File: src/rtl/cmc_pkg.sv
// ----------------------------------------------------------------------------
// cmc_pkg: shared types and constants for the millisecond calendar clock
// Holds the sequencer states, calendar tables and fixed arithmetic widths.
// ----------------------------------------------------------------------------
`default_nettype none

package cmc_pkg;

  localparam int RATE_W    = 20;
  localparam int DIVIDEND_W = 42;
  localparam int DIV_CNT_W = $clog2(DIVIDEND_W + 1);
  localparam int DAYS_W    = 22;

  localparam logic [RATE_W-1:0] RATE_RESET  = 20'd1000;
  localparam logic [13:0]       YEAR_MAX    = 14'd9999;
  localparam logic [31:0]       MS_PER_DAY  = 32'd86400000;
  localparam logic [31:0]       MS_PER_HOUR = 32'd3600000;
  localparam logic [31:0]       MS_PER_MIN  = 32'd60000;
  localparam logic [31:0]       MS_PER_SEC  = 32'd1000;
  localparam logic [31:0]       DAYS_PER_YEAR = 32'd365;
  // floor(y / 100) equals (y * 5243) >> 19 for every 14-bit y.
  localparam logic [31:0]       RECIP_100   = 32'd5243;
  localparam int                RECIP_SHIFT = 19;

  typedef enum logic [3:0] {
    ST_IDLE,
    ST_Q100,
    ST_CHECK,
    ST_DAYS,
    ST_DMS,
    ST_HR,
    ST_MIN,
    ST_SEC,
    ST_SFIN,
    ST_RDMUL,
    ST_DIVST,
    ST_DIVW,
    ST_RDADD,
    ST_OUT
  } state_t;

  // Days before the first of the given month (0 = January).
  function automatic logic [8:0] cum_days(input logic [3:0] idx, input logic leap);
    logic [8:0] d;
    begin
      case (idx)
        4'd0:    d = 9'd0;
        4'd1:    d = 9'd31;
        4'd2:    d = 9'd59;
        4'd3:    d = 9'd90;
        4'd4:    d = 9'd120;
        4'd5:    d = 9'd151;
        4'd6:    d = 9'd181;
        4'd7:    d = 9'd212;
        4'd8:    d = 9'd243;
        4'd9:    d = 9'd273;
        4'd10:   d = 9'd304;
        4'd11:   d = 9'd334;
        default: d = 9'd0;
      endcase
      if (leap && (idx >= 4'd2) && (idx <= 4'd11)) begin
        d = d + 9'd1;
      end
      return d;
    end
  endfunction

  // Length of a month, 1 = January; zero for months that do not exist.
  function automatic logic [4:0] days_in_month(input logic [3:0] mon, input logic leap);
    logic [4:0] d;
    begin
      case (mon)
        4'd1, 4'd3, 4'd5, 4'd7, 4'd8, 4'd10, 4'd12: d = 5'd31;
        4'd4, 4'd6, 4'd9, 4'd11:                     d = 5'd30;
        4'd2:    d = leap ? 5'd29 : 5'd28;
        default: d = 5'd0;
      endcase
      return d;
    end
  endfunction

endpackage

`default_nettype wire

File: src/rtl/cmc_divider.sv
// ----------------------------------------------------------------------------
// cmc_divider: restoring divider, one quotient bit per cycle
// Divides the scaled tick delta by the tick rate; the remainder is dropped.
// ----------------------------------------------------------------------------
`default_nettype none

module cmc_divider
  import cmc_pkg::*;
(
  input  wire logic                  clk,
  input  wire logic                  rst,
  input  wire logic                  start,
  input  wire logic [DIVIDEND_W-1:0] dividend,
  input  wire logic [RATE_W-1:0]     divisor,
  output logic                       busy,
  output logic [DIVIDEND_W-1:0]      quotient
);

  logic [RATE_W-1:0]    rem;
  logic [RATE_W-1:0]    dvs;
  logic [DIV_CNT_W-1:0] cnt;
  logic [RATE_W:0]      shifted;
  logic                 fits;

  // Bring down the next dividend bit and try a subtraction.
  always_comb begin
    shifted = {rem, quotient[DIVIDEND_W-1]};
    fits    = (shifted >= {1'b0, dvs});
  end

  always_ff @(posedge clk) begin
    if (rst) begin
      busy <= 1'b0;
      cnt  <= '0;
    end else if (start) begin
      busy <= 1'b1;
      cnt  <= DIV_CNT_W'(DIVIDEND_W);
    end else if (busy) begin
      cnt <= cnt - 1'b1;
      if (cnt == DIV_CNT_W'(1)) begin
        busy <= 1'b0;
      end
    end
  end

  always_ff @(posedge clk) begin
    if (start) begin
      rem      <= '0;
      dvs      <= divisor;
      quotient <= dividend;
    end else if (busy) begin
      rem      <= fits ? RATE_W'(shifted - {1'b0, dvs}) : shifted[RATE_W-1:0];
      quotient <= {quotient[DIVIDEND_W-2:0], fits};
    end
  end

endmodule

`default_nettype wire

File: src/rtl/calendar_millisecond_clock_unit.sv
// A set word runs the sequencer from ST_Q100 through ST_SFIN to ST_OUT; a
// rejected set goes from ST_CHECK straight to ST_OUT. A read word runs
// ST_RDMUL, ST_DIVST, ST_DIVW (the one-bit-per-cycle tick-rate divider),
// ST_RDADD and ST_OUT. One word is in the sequencer at a time: a new word is
// taken only in ST_IDLE, and an output stall holds the sequencer in ST_OUT.
// Synchronous reset clears the clock to zero, the stored tick to zero and the
// tick rate to 1000 Hz; no clearing pass is needed.
// ----------------------------------------------------------------------------
// calendar_millisecond_clock_unit: millisecond wall clock on a Gregorian date
// Loads a 64-bit millisecond count from a date and time, and advances it from
// a free-running tick counter on each read.
// ----------------------------------------------------------------------------
`default_nettype none

module calendar_millisecond_clock_unit
  import cmc_pkg::*;
(
  input  wire logic              clk,
  input  wire logic              rst,
  // Tick-rate register write port.
  input  wire logic              cfg_wr_en,
  input  wire logic [RATE_W-1:0] cfg_wr_data,
  // Request channel.
  input  wire logic              in_valid,
  output logic                   in_stall,
  input  wire logic              action,
  input  wire logic [13:0]       year,
  input  wire logic [3:0]        month,
  input  wire logic [4:0]        day,
  input  wire logic [4:0]        hour,
  input  wire logic [5:0]        minute,
  input  wire logic [5:0]        second,
  input  wire logic [31:0]       tick_now,
  // Result channel.
  output logic                   out_valid,
  input  wire logic              out_stall,
  output logic [63:0]            timestamp_ms,
  output logic                   status
);

  // All multiplications but q100*100 go through one 32x32 multiplier whose
  // product is registered every cycle; the sequencer picks its operands.
  // A set runs: year/100 by reciprocal, field check and leap year, days
  // before the year by prev*365 plus the leap corrections, then days, hours,
  // minutes and seconds scaled to milliseconds and accumulated.
  // A read runs: delta*1000 on the multiplier, then the serial divider.

  state_t state, state_next;

  logic [RATE_W-1:0] tick_rate_hz;
  logic [63:0]       running_ms;
  logic [31:0]       last_tick;

  // Captured request word.
  logic [13:0] year_r;
  logic [3:0]  month_r;
  logic [4:0]  day_r;
  logic [4:0]  hour_r;
  logic [5:0]  minute_r;
  logic [5:0]  second_r;
  logic [31:0] tick_r;

  // Shared multiplier.
  logic [31:0] mul_a;
  logic [31:0] mul_b;
  logic [63:0] prod;

  // Date arithmetic.
  logic [7:0]        q100;
  logic [7:0]        q100_r;
  logic [13:0]       rem100;
  logic              div100, div400, leap;
  logic              div100_r, div400_r, leap_r;
  logic              date_ok;
  logic [13:0]       elapsed_years;
  logic [DAYS_W-1:0] days;
  logic [DAYS_W-1:0] days_calc;
  logic [63:0]       acc;
  logic [63:0]       acc_sum;

  // Result held until the output register is free.
  logic [63:0] res_ms;
  logic        res_status;

  // Divider.
  logic                  div_start;
  logic                  div_busy;
  logic [DIVIDEND_W-1:0] div_quo;
  logic [RATE_W-1:0]     div_divisor;

  logic in_take;
  logic out_free;

  assign in_stall = (state != ST_IDLE);
  assign in_take  = in_valid && !in_stall;
  assign out_free = !out_valid || !out_stall;

  // A zero rate behaves as one tick per second.
  assign div_divisor = (tick_rate_hz == '0) ? RATE_W'(1) : tick_rate_hz;
  assign div_start   = (state == ST_DIVST);

  assign elapsed_years = year_r - 14'd1;
  assign acc_sum       = acc + prod;

  cmc_divider u_div (
    .clk      (clk),
    .rst      (rst),
    .start    (div_start),
    .dividend (prod[DIVIDEND_W-1:0]),
    .divisor  (div_divisor),
    .busy     (div_busy),
    .quotient (div_quo)
  );

  // Leap year and field checks, valid while the year/100 product is present.
  always_comb begin
    q100    = prod[RECIP_SHIFT+7:RECIP_SHIFT];
    rem100  = year_r - (14'(q100) * 14'd100);
    div100  = (rem100 == 14'd0);
    div400  = div100 && (q100[1:0] == 2'b00);
    leap    = (year_r[1:0] == 2'b00) && (!div100 || div400);
    date_ok = (year_r >= 14'd1) && (year_r <= YEAR_MAX) &&
              (day_r >= 5'd1) && (day_r <= days_in_month(month_r, leap)) &&
              (hour_r <= 5'd23) && (minute_r <= 6'd59) && (second_r <= 6'd59);
  end

  // Days since 0001-01-01: prev*365 + prev/4 - prev/100 + prev/400 plus the
  // days elapsed in this year. prev/100 and prev/400 follow from year/100,
  // less one when the year itself is a multiple.
  always_comb begin
    days_calc = prod[DAYS_W-1:0]
              + DAYS_W'(elapsed_years >> 2)
              - DAYS_W'(q100_r) + DAYS_W'(div100_r)
              + DAYS_W'(q100_r >> 2) - DAYS_W'(div400_r)
              + DAYS_W'(cum_days(month_r - 4'd1, leap_r))
              + DAYS_W'(day_r) - DAYS_W'(1);
  end

  // Multiplier operand selection.
  always_comb begin
    mul_a = '0;
    mul_b = '0;
    case (state)
      ST_Q100: begin
        mul_a = 32'(year_r);
        mul_b = RECIP_100;
      end
      ST_CHECK: begin
        mul_a = 32'(elapsed_years);
        mul_b = DAYS_PER_YEAR;
      end
      ST_DMS: begin
        mul_a = 32'(days);
        mul_b = MS_PER_DAY;
      end
      ST_HR: begin
        mul_a = 32'(hour_r);
        mul_b = MS_PER_HOUR;
      end
      ST_MIN: begin
        mul_a = 32'(minute_r);
        mul_b = MS_PER_MIN;
      end
      ST_SEC: begin
        mul_a = 32'(second_r);
        mul_b = MS_PER_SEC;
      end
      ST_RDMUL: begin
        mul_a = tick_r - last_tick;
        mul_b = MS_PER_SEC;
      end
      default: begin
        mul_a = '0;
        mul_b = '0;
      end
    endcase
  end

  always_ff @(posedge clk) begin
    prod <= mul_a * mul_b;
  end

  // Sequencer.
  always_ff @(posedge clk) begin
    if (rst) begin
      state <= ST_IDLE;
    end else begin
      state <= state_next;
    end
  end

  always_comb begin
    state_next = state;
    unique case (state)
      ST_IDLE: begin
        if (in_take) begin
          state_next = action ? ST_RDMUL : ST_Q100;
        end
      end
      ST_Q100:  state_next = ST_CHECK;
      ST_CHECK: state_next = date_ok ? ST_DAYS : ST_OUT;
      ST_DAYS:  state_next = ST_DMS;
      ST_DMS:   state_next = ST_HR;
      ST_HR:    state_next = ST_MIN;
      ST_MIN:   state_next = ST_SEC;
      ST_SEC:   state_next = ST_SFIN;
      ST_SFIN:  state_next = ST_OUT;
      ST_RDMUL: state_next = ST_DIVST;
      ST_DIVST: state_next = ST_DIVW;
      ST_DIVW: begin
        if (!div_busy) begin
          state_next = ST_RDADD;
        end
      end
      ST_RDADD: state_next = ST_OUT;
      ST_OUT: begin
        if (out_free) begin
          state_next = ST_IDLE;
        end
      end
      default:  state_next = ST_IDLE;
    endcase
  end

  // Request capture and datapath registers.
  always_ff @(posedge clk) begin
    if (in_take) begin
      year_r   <= year;
      month_r  <= month;
      day_r    <= day;
      hour_r   <= hour;
      minute_r <= minute;
      second_r <= second;
      tick_r   <= tick_now;
    end
    case (state)
      ST_CHECK: begin
        q100_r   <= q100;
        div100_r <= div100;
        div400_r <= div400;
        leap_r   <= leap;
        res_ms     <= '0;
        res_status <= 1'b1;
      end
      ST_DAYS: days <= days_calc;
      ST_HR:   acc  <= prod;
      ST_MIN:  acc  <= acc_sum;
      ST_SEC:  acc  <= acc_sum;
      ST_SFIN: begin
        res_ms     <= acc_sum;
        res_status <= 1'b0;
      end
      ST_RDADD: begin
        res_ms     <= running_ms + 64'(div_quo);
        res_status <= 1'b0;
      end
      default: begin
      end
    endcase
  end

  // Architectural state: clock, last tick and tick rate.
  always_ff @(posedge clk) begin
    if (rst) begin
      running_ms   <= '0;
      last_tick    <= '0;
      tick_rate_hz <= RATE_RESET;
    end else begin
      if (cfg_wr_en) begin
        tick_rate_hz <= cfg_wr_data;
      end
      if (state == ST_SFIN) begin
        running_ms <= acc_sum;
        last_tick  <= tick_r;
      end else if (state == ST_RDADD) begin
        running_ms <= running_ms + 64'(div_quo);
        last_tick  <= tick_r;
      end
    end
  end

  // Output register; a new word may be accepted while it waits.
  always_ff @(posedge clk) begin
    if (rst) begin
      out_valid <= 1'b0;
    end else if (state == ST_OUT && out_free) begin
      out_valid <= 1'b1;
    end else if (out_valid && !out_stall) begin
      out_valid <= 1'b0;
    end
  end

  always_ff @(posedge clk) begin
    if (state == ST_OUT && out_free) begin
      timestamp_ms <= res_ms;
      status       <= res_status;
    end
  end

endmodule

`default_nettype wire
File: config.mk
export PLATFORM = sky130hd
export DESIGN_NAME = calendar_millisecond_clock_unit
export DESIGN_NICKNAME = d
export VERILOG_FILES = /design/src/rtl/cmc_pkg.sv /design/src/rtl/cmc_divider.sv /design/src/rtl/calendar_millisecond_clock_unit.sv
export SDC_FILE = /design/constraint.sdc
export NUM_CORES = 2
export LEC_CHECK = 0
export ABC_AREA = 1
export BUFFER_PORTS_ARGS = -buffer_cell sky130_fd_sc_hd__buf_2
export CELL_PAD_IN_SITES_DETAIL_PLACEMENT = 0
export CELL_PAD_IN_SITES_GLOBAL_PLACEMENT = 1
export CORE_ASPECT_RATIO = 0.7
export CORE_MARGIN = 3
export CORE_UTILIZATION = 44
export CTS_BUF_LIST = sky130_fd_sc_hd__clkbuf_8 sky130_fd_sc_hd__clkbuf_16
export CTS_CLUSTER_SIZE = 25
export DETAILED_ROUTE_END_ITERATION = 10
export PLACE_DENSITY = 0.9
export SETUP_SLACK_MARGIN = 0.1
export SLEW_MARGIN = 10
export SYNTH_ARGS = -nofsm -noshare
export SYNTH_HDL_FRONTEND = slang
export SYNTH_SLANG_ARGS = --single-unit
File: constraint.sdc
create_clock -name clk -period 7.1 [get_ports clk]
set_clock_uncertainty 0.1 [all_clocks]
set_input_delay 0.355 -clock clk [delete_from_list [all_inputs] [get_ports clk]]
set_output_delay 0.355 -clock clk [all_outputs]
set_load 0.05 [all_outputs]
After elaboration in Yosys (flattened, before gate mapping)
Memory sizes are Yosys's and may differ from the RTL's.
Index checks and enable logic that the tools add are counted.

storage, ports and cells
  input port bits = 98
  memories kept = 1
  bits in latches = 0
  memory bits (writable) = 0
  bits in read-only memories = 144
  register bits after elaboration = 573

memory list
  name              words  width  read ports  clocked after memory_dff  wr ports  RTL line       source
  (name not given)  16     9      1           0                         0         cmc_pkg.sv:46  case (idx)

operators by class
  div/mod/pow operators = 0
  add/sub/neg operators = 17
  shift operators = 0
  order comparisons = 10
  mux-type cells = 28
  reductions and logical operators = 38
  bitwise operators = 0
  $mul = 2
  equality and inequality tests = 29

operators with widths
  operator               count
  $pmux 32 s7            1
  $pmux 64 s3            1
  $pmux 27 s6            1
  $mux 64                2
  $pmux 64 s2            1
  $mux 42                2
  $add 64x42->64         1
  $add 64x64->64         1
  $mul 32x32->64         1
  $mux 32                2
  $pmux 4 s13            1
  $eq 4x4->1 const B     11
  $eq 4x3->1 const B     8
  $sub 32x32->32         1
  $add 22x1->22          1
  $add 22x12->22         1
  $add 22x5->22          1
  $add 22x6->22          1
  $add 22x9->22          1
  $sub 22x1->22          1
  $sub 22x1->22 const B  1
  $sub 22x8->22          1
  $ge 21x20->1           1
  $logic_not 20->1       1
  39 further kinds       80

Longest topological paths before layout
  depth in word-level cells = 15
  gate-level depth with buffers = 43
  mapped depth without buffers = 43

Cells and area by module
From an unflattened synthesis, not the netlist that was laid out.

second synthesis, totals
  cells, all modules = 8194
  area total of the unflattened synthesis = 62877.8 um^2

modules (own cells, without submodules)
  module                           times used  sequential area each (um^2)  area each (um^2)  cells an instance
  calendar_millisecond_clock_unit  1           12642.1                      57719.1           7534
  cmc_divider                      1           2402.3                       5158.7            660

Worst setup path after synthesis
Ideal clock, no wire load.

  path kind = reg2reg
  from = register tick_r[0]
  to = register prod[36]
  path slack = -0.365 ns
  cell stages (with the launch flop) = 37
  period minus slack after synthesis = 7.465 ns
  arrival = 7.246 ns
  cell sequence = edfxtp_1 > inv_1 > ha_1 > inv_1 > fa_1 > nand3_1 > nand3_2 > a21boi_1 > inv_1 > nand2_1 > nand2_2 > nand2_1 > nand2_1 > a21oi_1 > nor2_1 > nor2_2 > inv_1 > fa_1 > inv_1 > fa_1 > inv_1 > fa_1 > inv_1 > fa_1 > inv_1 > fa_1 > inv_1 > fa_1 > fa_1 > ha_1 > nand2_1 > o21ai_0 > o21bai_1 > a21oi_1 > o21ai_0 > a21oi_1 > xnor2_1

between the ends
  cells in the longest elaborated chain, start to end = 3

ends and longest elaborated chain
  what                      RTL line                                source
  start: declaration        calendar_millisecond_clock_unit.sv:61   logic [31:0] tick_r;
  start signal: assignment  calendar_millisecond_clock_unit.sv:234  tick_r <= tick_now;
  $sub 32x32->32            calendar_millisecond_clock_unit.sv:169  mul_a = tick_r - last_tick;
  $pmux 32 s7               calendar_millisecond_clock_unit.sv:143  case (state)
  $mul 32x32->64            calendar_millisecond_clock_unit.sv:180  prod <= mul_a * mul_b;
  end signal: assignment    calendar_millisecond_clock_unit.sv:180
  end: declaration          calendar_millisecond_clock_unit.sv:66   logic [63:0] prod;

Every way passes these cells.
A chain may end at the register's enable or synchronous reset.

Worst setup path after layout
  from = register tick_r[1]
  to = register prod[40]

Same word-level chain as after synthesis.

==> reports/metrics.cfg <==
[status]
status=complete, but fails checks
violations=negative setup slack

[floorplan]
row_count=114
die_x_um=456
die_h_um=321
die_area_mm2=0.146
initial_core_util_pct=44.7
boundaryPins=165
core_mm2=0.139

[cts]
clkSlewWorstSetupHoldPaths_ns=0.06
clk_latency_ns=0.69
numCtsBuffers=66
cts_tree=built
numClockSinks=571
cts_buffer_depth=3
cts_root_buf=clkbuf_16
htree_levels=3

[sta]
worst_hold_slack_ns=0.0729
finalSetupViolCount=34
fmax_mhz=131
finalMaxSlewViolations=0
period_needed_ns=7.64
worst_pin_slew_ns=1.14
rsz0062_at_grt=yes
slew_headroom_pct=23.9
fin_ws_ns=-0.537
finalHoldViolCount=0
fin_crit_sh_pct=108

[route]
drc=0
drtIter0Drc=5347
vias_per_cell=4.98
drt_wl_total_um=211000
vias=55300
first_pass_iters=7
ant_nets=0
wire_per_inst_um=19.0

[placement]
numPortBuffers=164
gp_congestion=1.02
dp.final_hpwl_um=177000

[final_layout]
area_growth_pct=22.2
final_layout_size_suffix_gt1_share_pct=15.4
nets=10500
seqCellArea_mm2=0.0150
multiInputGateArea_mm2=0.0421
nFillCells=13100

[worst_setup_path]
slowest_delay_ns=0.57
crit_fanout=4
worstSetupStartpointType=flop
crit_top_cell=fa_1
crit_type=flop to flop
crit_required_ns=7.56
cp_slowest_cell=fa_2
cp-end-kind=flop
r2r_setup_slack_ns=-0.54
critPathArrivalTime_ns=8.10

[yosys]
synth_seq_cells=571
synthCells=8106
synth.distinct_cells=67
async_flop_share_pct=0
synthFlopType=edfxtp_1
yosysWarnings=0
synth_edf_count=361
netlist_area_mm2=0.0622
syn_area_per_cell_um2=7.68
yosysSeqAreaShare_pct=24.2

[job]
drv_cap=0

[grt]
grt_util_all_layers_pct=28.7
grt_max_degree=70
met2_usage_pct=39.4
antenna_found_initial=3
grt_pass1_wl_um=319000
first_global_vias=53900
busiest_layer=met1
use_met3_pct=8.46
met1_usage_pct=43.4
gr-total-overflow=0

[worst_hold_path]
hp-class=primary input to flop

==> kinds of logic (layout without fill, tap and decap cells) <==
kind of cell | count (synthesis) | after routing | share of synthesized area, %
compound gates | 830 | 830 | 7.35
xor+xnor | 153 | 153 | 2.16
fa+ha+maj | 1223 | 1223 | 32.1
buf+inv | 2166 | 3054 | 13.2
flops | 571 | 571 | 24.2
other cells | 2 | 243 | 0.0121
simple gates | 3161 | 3161 | 21.0
==> through the flow <==
stage	instances	instance area, um2	setup slack (ns)	setup TNS (ns)	util [%]
final	11100	76100	-0.537	-13.58	54.6
after CTS	11100	75100	-0.437	-11.98	54.0
after floorplan	8346	63600	0.0369	0	-
after detailed placement	10800	70700	-0.905	-24.27	50.8
after global routing	11100	76100	-0.795	-23.50	54.6
after global placement	10800	70700	-0.980	-23.59	50.8
==> worst paths after layout <==
path              startpoint          endpoint  cells after the start
setup / recovery   tick_r[1]          prod[40]                     35
hold / removal      in_valid          state[0]                      5
setup reg to reg   tick_r[1]          prod[40]                     35
hold reg to reg   res_ms[16]  timestamp_ms[16]                      0
==> area by class of cell <==
cell class              count  area share (%)
repair buffers            883            8.74
diodes                      1         0.00329
multi-input cells        5609            55.3
clock inverters            47           0.618
clock buffers              74            2.39
well taps                1856            3.05
inverters                2050            10.1
flip-flops and latches    571            19.8
==> synth_stat cells, types with 13 or more instances <==
library cell | number | area share [%]
o21ai_1 | 27 | 0.22
a21oi_1 | 347 | 2.8
nor4_1 | 14 | 0.14
o211ai_1 | 25 | 0.30
nor3_1 | 75 | 0.60
nand3b_1 | 24 | 0.29
nand4_1 | 50 | 0.50
nor2_2 | 22 | 0.22
o21ai_0 | 291 | 2.3
buf_1 | 13 | 0.078
fa_1 | 627 | 20
inv_1 | 2022 | 12
or2_2 | 18 | 0.18
a31oi_1 | 35 | 0.35
nand2_2 | 14 | 0.14
nand2_1 | 1930 | 12
xnor2_1 | 53 | 0.75
nor2_1 | 588 | 3.5
clkbuf_1 | 73 | 0.44
inv_2 | 25 | 0.15
xor2_1 | 99 | 1.4
edfxtp_1 | 361 | 17
buf_2 | 22 | 0.18
ha_1 | 596 | 12
o21bai_1 | 28 | 0.34
nand3_1 | 380 | 3.1
dfxtp_1 | 210 | 6.8
a21o_1 | 20 | 0.24
==> placed cells by master, fill, tap and decap left out, types with 164 or more instances in the layout <==
cell | Yosys | layout
a21oi_1 | 347 | 300
buf_2 | 22 | 164
buf_4 | 4 | 589
conb_1 | 2 | 242
dfxtp_1 | 210 | 210
edfxtp_1 | 361 | 361
fa_1 | 627 | 599
ha_1 | 596 | 555
inv_1 | 2022 | 1965
nand2_1 | 1930 | 1862
nand3_1 | 380 | 356
nor2_1 | 588 | 517
o21ai_0 | 291 | 255
==> layer usage <==
layer | up-vias | part of all wire [%]
li1 | 26800 | -
met1 | 26100 | 47
met2 | 2126 | 39
met3 | 268 | 11
met4 | 6 | 2.9
met5 | - | 0.032
==> flip-flops by register name, indices dropped and copies added (netlist names), 32 cells and up <==
| name | cells |
|---|---|
| prod | 62 |
| running_ms | 64 |
| u_div.quotient | 42 |
| acc | 64 |
| timestamp_ms | 64 |
| res_ms | 64 |
| last_tick | 32 |
| tick_r | 32 |
==> what timing repair did <==
action                                  CTS  global route
setup buffers                            28            17
hold endpoints to repair                 94             0
endpoints found under the setup margin   38            41
pin swaps                               119           115
hold buffers                            100             0
gates cloned                              0             0
resized for setup                       247           209
==> worst max-delay path: cells and delay by family (launching register included) <==
| family | cells | cell delay [ns] |
|---|---|---|
| xor gates and xnor gates | 1 | 0.13 |
| and+or+nand+nor | 9 | 0.81 |
| DFF | 1 | 0.43 |
| AOI/OAI and AO/OA | 5 | 0.86 |
| adders and majority gates | 9 | 4.10 |
| buffers and inverters | 11 | 1.05 |
Power is left out: the tool's default activity adds up to more than one toggle a clock period on the data nets, which glitch-free logic cannot reach.
